**src/assert_macros.svh**
```systemverilog
// Assertion macros used by the framed command decoder RTL file
`ifndef ASSERT_MACROS_SVH
`define ASSERT_MACROS_SVH

// Same-cycle implication, sampled on clk, off during reset
`define ASSERT_IMP(label, ante, cons) \
  label: assert property (@(posedge clk) disable iff (!rst_n) (ante) |-> (cons)) \
    else $error("assertion failed");

// Next-cycle implication, sampled on clk, off during reset
`define ASSERT_NXT(label, ante, cons) \
  label: assert property (@(posedge clk) disable iff (!rst_n) (ante) |=> (cons)) \
    else $error("assertion failed");

`endif

```
**src/fcd_pkg.sv**
```systemverilog
// Types and character codes for the framed command decoder
`default_nettype none

package fcd_pkg;

  typedef logic [7:0]  byte_t;
  typedef logic [1:0]  kind_t;
  typedef logic [15:0] size_t;

  localparam byte_t CH_START = 8'h40;
  localparam byte_t CH_END   = 8'h3B;
  localparam byte_t CH_C     = 8'h43;
  localparam byte_t CH_E     = 8'h45;
  localparam byte_t CH_B     = 8'h42;
  localparam byte_t CH_A     = 8'h41;
  localparam byte_t CH_H     = 8'h48;
  localparam byte_t CH_S     = 8'h53;

  localparam size_t DIGIT_BASE = 16'd48;
  localparam size_t WEIGHT_100 = 16'd100;
  localparam size_t WEIGHT_10  = 16'd10;

  localparam kind_t KIND_MOTOR   = 2'd0;
  localparam kind_t KIND_BLOCK   = 2'd1;
  localparam kind_t KIND_HARVEST = 2'd2;
  localparam kind_t KIND_IGNORED = 2'd3;

endpackage

`default_nettype wire

```
**src/framed_command_decoder_unit.sv**
```systemverilog
// Framed command decoder: byte capture, frame store and frame decode
// A ';' word is held in the input register, then its result goes to the result register.
// Throughput: one input word per cycle while in_stall is low; other bytes give no result.
// A ';' word waits in the input register only while a result is stalled.
// Synchronous active-low reset clears capture state, position, frame
// store, harvest flag and both valid flags.
`default_nettype none

`include "assert_macros.svh"

module framed_command_decoder_unit #(
  parameter int FRAME_DEPTH = 8
) (
  input  wire logic          clk,
  input  wire logic          rst_n,
  input  wire logic          in_valid,
  output logic               in_stall,
  input  wire fcd_pkg::byte_t in_rx_byte,
  output logic               out_valid,
  input  wire logic          out_stall,
  output fcd_pkg::kind_t     out_frame_kind,
  output fcd_pkg::byte_t     out_motor_byte_a,
  output fcd_pkg::byte_t     out_motor_byte_b,
  output fcd_pkg::byte_t     out_motor_byte_c,
  output fcd_pkg::byte_t     out_motor_byte_d,
  output fcd_pkg::size_t     out_block_size,
  output logic               out_harvesting
);

  import fcd_pkg::*;

  localparam int POS_W = $clog2(FRAME_DEPTH + 1);
  localparam int IDX_W = $clog2(FRAME_DEPTH);

  // input register
  logic  s1_valid_r, s1_valid_nxt;
  byte_t s1_byte_r;

  // frame state
  logic             capturing_r, capturing_nxt;
  logic [POS_W-1:0] pos_r, pos_nxt;
  byte_t            store_r   [FRAME_DEPTH];
  byte_t            store_nxt [FRAME_DEPTH];
  logic             harvest_r, harvest_nxt;

  // result register
  logic  out_valid_r, out_valid_nxt;
  kind_t kind_r, kind_nxt;
  byte_t mot_a_r, mot_a_nxt, mot_b_r, mot_b_nxt;
  byte_t mot_c_r, mot_c_nxt, mot_d_r, mot_d_nxt;
  size_t size_r, size_nxt;
  logic  harv_out_r, harv_out_nxt;

  logic  s1_is_end, s1_is_start, s1_adv, out_free, in_take;
  logic  cap_now, wr_en;
  size_t d3, d4, d5, digit_sum;

  assign s1_is_end   = (s1_byte_r == CH_END);
  assign s1_is_start = (s1_byte_r == CH_START);
  assign out_free    = !out_valid_r || !out_stall;
  assign s1_adv      = s1_valid_r && (!s1_is_end || out_free);
  assign in_stall    = s1_valid_r && !s1_adv;
  assign in_take     = in_valid && !in_stall;

  assign s1_valid_nxt = in_take ? 1'b1 : (s1_adv ? 1'b0 : s1_valid_r);

  assign cap_now = capturing_r || s1_is_start;
  assign wr_en   = s1_adv && cap_now && (pos_r < POS_W'(FRAME_DEPTH));

  always_comb begin
    for (int i = 0; i < FRAME_DEPTH; i++) begin
      store_nxt[i] = (wr_en && (pos_r[IDX_W-1:0] == IDX_W'(i))) ? s1_byte_r : store_r[i];
    end
    capturing_nxt = capturing_r;
    pos_nxt       = pos_r;
    if (s1_adv) begin
      if (s1_is_end) begin
        capturing_nxt = 1'b0;
        pos_nxt       = '0;
      end else begin
        capturing_nxt = cap_now;
        if (wr_en) begin
          pos_nxt = pos_r + POS_W'(1);
        end
      end
    end
  end

  assign d3 = size_t'(store_nxt[3]) - DIGIT_BASE;
  assign d4 = size_t'(store_nxt[4]) - DIGIT_BASE;
  assign d5 = size_t'(store_nxt[5]) - DIGIT_BASE;
  assign digit_sum = size_t'(d3 * WEIGHT_100) + size_t'(d4 * WEIGHT_10) + d5;

  always_comb begin
    kind_nxt    = KIND_IGNORED;
    mot_a_nxt   = '0;
    mot_b_nxt   = '0;
    mot_c_nxt   = '0;
    mot_d_nxt   = '0;
    size_nxt    = '0;
    harvest_nxt = harvest_r;
    if (store_nxt[1] == CH_C) begin
      kind_nxt  = KIND_MOTOR;
      mot_a_nxt = store_nxt[4];
      mot_b_nxt = store_nxt[5];
      mot_c_nxt = store_nxt[6];
      mot_d_nxt = store_nxt[7];
    end else if (store_nxt[1] == CH_E) begin
      if (store_nxt[2] == CH_B) begin
        kind_nxt = KIND_BLOCK;
        size_nxt = digit_sum;
      end
    end else if (store_nxt[1] == CH_A) begin
      if (store_nxt[3] == CH_H) begin
        kind_nxt = KIND_HARVEST;
        if (store_nxt[4] == CH_S) begin
          harvest_nxt = 1'b1;
        end else if (store_nxt[4] == CH_E) begin
          harvest_nxt = 1'b0;
        end
      end
    end
    harv_out_nxt = harvest_nxt;
  end

  assign out_valid_nxt = (s1_adv && s1_is_end) ? 1'b1 :
                         (out_stall ? out_valid_r : 1'b0);

  always_ff @(posedge clk) begin
    if (!rst_n) begin
      s1_valid_r  <= 1'b0;
      capturing_r <= 1'b0;
      pos_r       <= '0;
      harvest_r   <= 1'b0;
      out_valid_r <= 1'b0;
      for (int i = 0; i < FRAME_DEPTH; i++) begin
        store_r[i] <= '0;
      end
    end else begin
      s1_valid_r  <= s1_valid_nxt;
      capturing_r <= capturing_nxt;
      pos_r       <= pos_nxt;
      out_valid_r <= out_valid_nxt;
      for (int i = 0; i < FRAME_DEPTH; i++) begin
        store_r[i] <= store_nxt[i];
      end
      if (s1_adv && s1_is_end) begin
        harvest_r <= harvest_nxt;
      end
    end
  end

  always_ff @(posedge clk) begin
    if (in_take) begin
      s1_byte_r <= in_rx_byte;
    end
    if (s1_adv && s1_is_end) begin
      kind_r     <= kind_nxt;
      mot_a_r    <= mot_a_nxt;
      mot_b_r    <= mot_b_nxt;
      mot_c_r    <= mot_c_nxt;
      mot_d_r    <= mot_d_nxt;
      size_r     <= size_nxt;
      harv_out_r <= harv_out_nxt;
    end
  end

  assign out_valid        = out_valid_r;
  assign out_frame_kind   = kind_r;
  assign out_motor_byte_a = mot_a_r;
  assign out_motor_byte_b = mot_b_r;
  assign out_motor_byte_c = mot_c_r;
  assign out_motor_byte_d = mot_d_r;
  assign out_block_size   = size_r;
  assign out_harvesting   = harv_out_r;

  `ASSERT_IMP(a_pos_bound, 1'b1, pos_r <= POS_W'(FRAME_DEPTH))
  `ASSERT_NXT(a_end_clears, s1_adv && s1_is_end, (pos_r == '0) && !capturing_r && out_valid_r)
  `ASSERT_IMP(a_stall_cause, in_stall, s1_is_end && out_valid_r && out_stall)
  `ASSERT_IMP(a_motor_zero, out_valid_r && (kind_r != KIND_MOTOR), (mot_a_r | mot_b_r | mot_c_r | mot_d_r) == '0)

endmodule

`default_nettype wire

```
**config.mk**
```make
export PLATFORM = sky130hd
export DESIGN_NAME = framed_command_decoder_unit
export DESIGN_NICKNAME = d
export VERILOG_FILES = /design/src/fcd_pkg.sv /design/src/framed_command_decoder_unit.sv
export VERILOG_INCLUDE_DIRS = /design/src /design/src/src
export SDC_FILE = /design/constraint.sdc
export NUM_CORES = 1
export LEC_CHECK = 0
export ABC_AREA = 0
export BUFFER_PORTS_ARGS = -buffer_cell sky130_fd_sc_hd__buf_2
export CELL_PAD_IN_SITES_DETAIL_PLACEMENT = 0
export CELL_PAD_IN_SITES_GLOBAL_PLACEMENT = 1
export CORE_MARGIN = 8
export CORE_UTILIZATION = 25
export DETAILED_ROUTE_END_ITERATION = 8
export GPL_TIMING_DRIVEN = 0
export HOLD_SLACK_MARGIN = 0.05
export PLACE_DENSITY_LB_ADDON = 0.1
export REMOVE_ABC_BUFFERS = 1
export SYNTH_ARGS = -nofsm -noshare
export SYNTH_HDL_FRONTEND = slang
export SYNTH_SLANG_ARGS = --single-unit
```
**constraint.sdc**
```tcl
create_clock -name clk -period 15.7 [get_ports clk]
set_input_delay 4.71 -clock clk [delete_from_list [all_inputs] [get_ports clk]]
set_output_delay 4.71 -clock clk [all_outputs]
set_load 0.01 [all_outputs]
```
* After elaboration in Yosys (flattened, before gate mapping)
Memory sizes are Yosys's and may differ from the RTL's.
Index checks and enable logic that the tools add are counted.
** Storage, ports and cells
- Register bits :: 67
- RAM bits :: 64
- Input bits :: 12
- Output and inout port bits :: 53
- Logic and storage cells :: 114
- Memories :: 1
** Memories
- store_r :: depth 8, bits a word 8, read ports 7, clocked after memory_dff 0, wr ports 8, RTL line framed_command_decoder_unit.sv:42 : byte_t store_r [FRAME_DEPTH];
** Cells by class
- Add/sub/neg operators :: 6
- $mul :: 2
- Order comparisons :: 1
- Equal/unequal tests :: 18
- Mux-type cells :: 35
- Bitwise operators :: 10
- Reduce and logical (&&, ||, !) cells :: 28
** Operators by type and width (count)
- two-way mux 8 bit :: 16
- == test 8 x 7 -> 1 bit (second input constant) :: 8
- adder 16 bit :: 2
- subtractor 8 x 6 -> 9 bit (second input constant) :: 3
- multiplier 16 x 3 -> 15 bit (second input constant) :: 1
- multiplier 16 x 5 -> 14 bit (second input constant) :: 1
- two-way mux 1 bit :: 15
- logical AND 1 bit :: 14
- == test 3 bit (second input constant) :: 4
- == test 8 x 6 -> 1 bit (second input constant) :: 1
- two-way mux 4 bit :: 2
- bitwise OR 1 bit :: 8
- == test 3 x 2 -> 1 bit (second input constant) :: 2
- logical NOT 1 bit :: 5
- adder 4 x 1 -> 4 bit (second input constant) :: 1
- less-than comparator 4 bit (second input constant) :: 1
- two-way mux 2 bit :: 2
- AND reduction 2 bit :: 2
- nonzero test 2 bit :: 2
- == test 3 x 1 -> 1 bit (second input constant) :: 1
- logical NOT 3 bit :: 1
- logical OR 1 bit :: 3
- OR reduction 3 bit :: 1
- inequality test 2 x 1 -> 1 bit (second input constant) :: 1
- other kinds (2) :: 3

* Depth between registers and ports, before layout
- Word-level depth :: 15
- Mapped depth :: 30
- Mapped depth without buffers :: 29

* Worst setup path after synthesis
OpenSTA, ideal clock, no wires.
- Kind :: input to register
- From :: input port out_stall
- To :: register size_r[15], in the netlist out_block_size[15] (data pin)
- Library setup time :: 266 ps
- Arrival time :: 10445 ps
- Required time :: 15434 ps
- Slack :: 4989 ps
- Stages :: 26
- Path buffers :: 2
- Path through :: nand2_1 -> o31ai_4 -> nor3_4 -> and2_1 -> buf_2 -> buf_1 -> mux2i_1 -> inv_1 -> ha_1 -> ha_1 -> ha_1 -> fa_1 -> a21o_1 -> a21oi_1 -> xnor2_1 -> fa_1 -> inv_1 -> ha_1 -> and3_1 -> a2111oi_0 -> nor2b_1 -> o21ai_0 -> nand2b_1 -> a31o_2 -> xnor2_1 -> nor2_1
** Between the ends
- Cells in the longest elaborated chain, start to end :: 12
- Elaborated cells between the ends (all ways) :: 29
- Those cells by class :: add/sub (5); mul (2); eq/ne (3); mux (5); bitwise (2); reduce/logical (12)
** RTL lines
- from (decl) :: RTL line framed_command_decoder_unit.sv:20 : input wire logic out_stall,
- logical NOT 1 bit :: RTL line framed_command_decoder_unit.sv:60 : assign out_free = !out_valid_r || !out_stall;
- logical OR 1 bit :: RTL line framed_command_decoder_unit.sv:60
- logical OR 1 bit :: RTL line framed_command_decoder_unit.sv:61 : assign s1_adv = s1_valid_r && (!s1_is_end || out_free);
- logical AND 1 bit :: RTL line framed_command_decoder_unit.sv:61
- logical AND 1 bit (2 in a row) :: RTL line framed_command_decoder_unit.sv:68 : assign wr_en = s1_adv && cap_now && (pos_r < POS_W'(FRAME_DEPTH));
- logical AND 1 bit :: RTL line framed_command_decoder_unit.sv:72 : store_nxt[i] = (wr_en && (pos_r[IDX_W-1:0] == IDX_W'(i))) ? s1_byte_r : store_r[i];
- two-way mux 8 bit :: RTL line framed_command_decoder_unit.sv:72
- subtractor 8 x 6 -> 9 bit :: RTL line framed_command_decoder_unit.sv:89 : assign d3 = size_t'(store_nxt[3]) - DIGIT_BASE;
- via d3[1] :: RTL line framed_command_decoder_unit.sv:56 : size_t d3, d4, d5, digit_sum;
- multiplier 16 x 5 -> 14 bit :: RTL line framed_command_decoder_unit.sv:92 : assign digit_sum = size_t'(d3 * WEIGHT_100) + size_t'(d4 * WEIGHT_10) + d5;
- adder 16 bit (2 in a row) :: RTL line framed_command_decoder_unit.sv:92
- to (signal assigned) :: RTL line framed_command_decoder_unit.sv:163 : size_r <= size_nxt;
- to (decl) :: RTL line framed_command_decoder_unit.sv:51 : size_t size_r, size_nxt;
The timed path passes the listed nets, and every way through them passes these cells.
A chain may end at the register's enable or synchronous reset.

* Worst setup path after layout
Same ends and word-level chain as after synthesis.

==> impl_metrics.csv <==
group,metric,value,unit
logic_synthesis,synthAdderAreaFrac,17.91,%
layout,ff_latch_area,3053,um^2
clock_tree,ctsRootBufferMaster,"clkbuf_16",
routing,vias_per_cell,4.252,
global_route,antenna_found_initial,1,
setup_path,rr_endpoint,"out_block_size[15]",
floorplan,num_rows,63,
floorplan,die_y,188.5,um
logic_synthesis,yosys_warnings,0,
routing,ant_nets,0,
logic_synthesis,synthSimpleGateAreaFrac,16.48,%
routing,wirelength,18160,um
floorplan,core-area,29480,um^2
sta,tightest_slew,1.107,ns
logic_synthesis,synth-edff-count,59,
job,maxCapViolCount,0,
global_route,grt_overflow,0,
setup_path,reg2regPathDepth,24,
routing,routedWlPerCell,15.68,um
sta,skew,0.01200,ns
place,place_congestion,0.7348,
layout,multiInputGateArea,3975,um^2
routing,vias,4924,
sta,fin_tns_setup,0,ns
floorplan,start_util,25.22,%
logic_synthesis,synthArstFlopShare,0,%
floorplan,die_w,188.5,um
sta,fmax,87.74,MHz
logic_synthesis,synth_xor_area_share,4.224,%
logic_synthesis,synth_compound_gate_area_share,6.143,%
sta,setup_viol,0,
sta,post-route-period-util,72.60,%
logic_synthesis,synthMuxAreaShare,8.633,%
floorplan,ioPinCount,65,
layout,mostFrequentLayoutCells,"72 x nor2_1, 68 x ha_1, 67 x inv_1",
logic_synthesis,ys_seq_area_share,41.06,%
setup_path,worst_setup_path_end_kind,"flip-flop",
sta,period_minus_slack,11.40,ns
sta,grt_setup_unrepaired,"no",
global_route,grt_pass1_wl,29450,um
power,p_per_area,84.09,nW/um^2
layout,fin_nets,859,
clock_tree,cts_resized,0,
place,hpwl,12900,um
logic_synthesis,avgSynthCellArea,10.64,um^2
layout,fin_area,8662,um^2
routing,drcViolationCount,0,
setup_path,worst-path-max-fanout,14,
min_path,holdPathStages,2,
run_status,status,"finished, final reports clean",
sta,report.final.slew_viol_count,0,
setup_path,rrSetupSlack,7.41,ns
setup_path,cp_data_required_time,15.83,ns
clock_tree,cts_hold_buf,0,
clock_tree,clkSinkCount,123,
logic_synthesis,synth_top_family_by_area,"adder cells",
layout,area_growth_syn_to_layout,16.51,%
routing,first_pass_iters,7,
setup_path,r2r-start,"s1_byte_r[7]",
clock_tree,htree_levels,4,
floorplan,dieArea,35510,um^2
min_path,hold_start,"capturing_r",
clock_tree,clk_latency,0.42,ns
power,vdd_drop_max,0.07656,mV
clock_tree,numCtsBuffers,17,
power,power.leakage,3.716,nW
min_path,hp-class,"flip-flop to flip-flop",
logic_synthesis,ys_ff_latch,123,
place,dpl_cell_area,8119,um^2
logic_synthesis,synth.distinct_cells,59,
layout,diodes,0,
layout,fillers,3100,
setup_path,crit_type,"input pin to flip-flop",
clock_tree,cts_setup_buffers,0,
setup_path,cp.arrival,11.53,ns
place,port_buffers,64,
min_path,worstHoldEndpoint,"capturing_r",
layout,drive_gt1_share,15.23,%
logic_synthesis,synth_ff_type,"dfxtp_1",
clock_tree,cts_tree,"done",
global_route,grt_pass1_vias,5198,
global_route,track_usage,10.55,%
logic_synthesis,syn_area,7435,um^2
layout,final_common_cell,"nor2_1",
clock_tree,cts_max_path_buffers,2,
logic_synthesis,syn-instance-count,699,
sta,maxSlewHeadroom,26.20,%
sta,hold_viol,0,
setup_path,crit_path_start_kind,"input pin",
global_route,grt_max_degree,64,
clock_tree,clkTransAtPathRegs,0.06,ns
routing,dr.first_iter.drc_count,197,
[state kept, by name (all words and copies together), names as in the netlist, 2 cells and up]
register          cells
store_r              56
out_block_size       16
out_motor_byte_a      8
out_motor_byte_b      8
out_motor_byte_c      8
out_motor_byte_d      8
s1_byte_r             8
pos_r                 4
out_frame_kind        2
[critical path, cell delays in order]
cell and delay (ns):
buf_2 0.10, nand2_1 0.17, o31ai_4 0.10, nor3_4 0.28
and2_1 0.73, mux2i_1 0.63, inv_1 0.16, ha_1 0.34
ha_1 0.31, ha_1 0.33, fa_1 0.47, a21o_1 0.19
a21oi_1 0.21, xnor2_1 0.15, fa_1 0.52, inv_1 0.05
ha_1 0.35, and3_1 0.21, a2111oi_0 0.63, nor2b_1 0.15
o21ai_0 0.18, nand2b_1 0.11, a31o_2 0.26, xnor2_1 0.13
nor2_1 0.05
[cells by family after synthesis]
family	count (synthesis)
AND/OR/NAND/NOR	219
multiplexers	63
buffers and inverters	97
adder cells (fa/ha/maj)	92
AO/OA/AOI/OAI	70
flip-flops	123
XOR/XNOR	35
[where the power goes]
part / switching (mW) / internal, mW / total [mW]
registers: 0.0113 / 0.336 / 0.347
clock network: 0.165 / 0.206 / 0.371
logic: 0.00482 / 0.00623 / 0.0110
[layer usage]
metal	share of wire, %	track usage, %	wire length (um)	up-vias
li1	-	-	-	2476
met1	48	14.00	8666	2364
met2	47	17.00	8457	76
met3	4.8	2.237	867	8
met4	0.91	3.097	166	0
met5	0	0	0	-
[synth_stat cells (14+ instances only)]
library cell / instances / area share [%]
nor2b_1: 62 / 5.2
ha_1: 68 / 11
nand2_1: 15 / 0.76
xnor2_1: 17 / 2.0
clkbuf_1: 15 / 0.76
dfxtp_1: 64 / 17
a21oi_1: 18 / 1.2
o21ai_0: 18 / 1.2
nor3_1: 14 / 0.94
edfxtp_1: 59 / 24
fa_1: 24 / 6.5
inv_1: 68 / 3.4
mux2i_1: 59 / 7.9
nor2_1: 72 / 3.6
xor2_1: 17 / 2.0
[metrics by stage]
stage / total power [mW] / util, % / hold WS [ns] / setup slack, ns / std cells
final: 0.7284 / 29.38 / 0.4983 / 4.302 / 1158
after global routing: 0.7560 / 29.38 / 0.5350 / 3.779 / 1158
after CTS: 0.7415 / 29.38 / 0.5045 / 4.194 / 1158
after detailed placement: 0.3653 / 27.54 / 0.4912 / 3.778 / 1126
after global placement: 0.3649 / 27.43 / 0.4800 / 2.933 / 1124
after floorplan: 0.3542 / - / 0.4607 / 5.090 / 670
[layout make-up]
class	instances	area share [%]
inverter	68	2.947
sequential	123	35.24
clock inverter	14	1.314
multi-input combinational	479	45.89
clock buffer	18	4.955
tap	390	5.633
timing repair buffer	66	4.016
[worst max-delay path by stage]
stage / slack [ns] / endpoint / start
global placement: 2.93 / out_block_size[15] / out_stall
detailed placement: 3.78 / out_block_size[15] / out_stall
floorplan: 5.09 / out_block_size[15] / out_stall
CTS: 4.19 / out_block_size[15] / out_stall
global route: 3.78 / out_block_size[15] / out_stall
finish: 4.30 / out_block_size[15] / out_stall
Power figures use the tool's default switching activity.
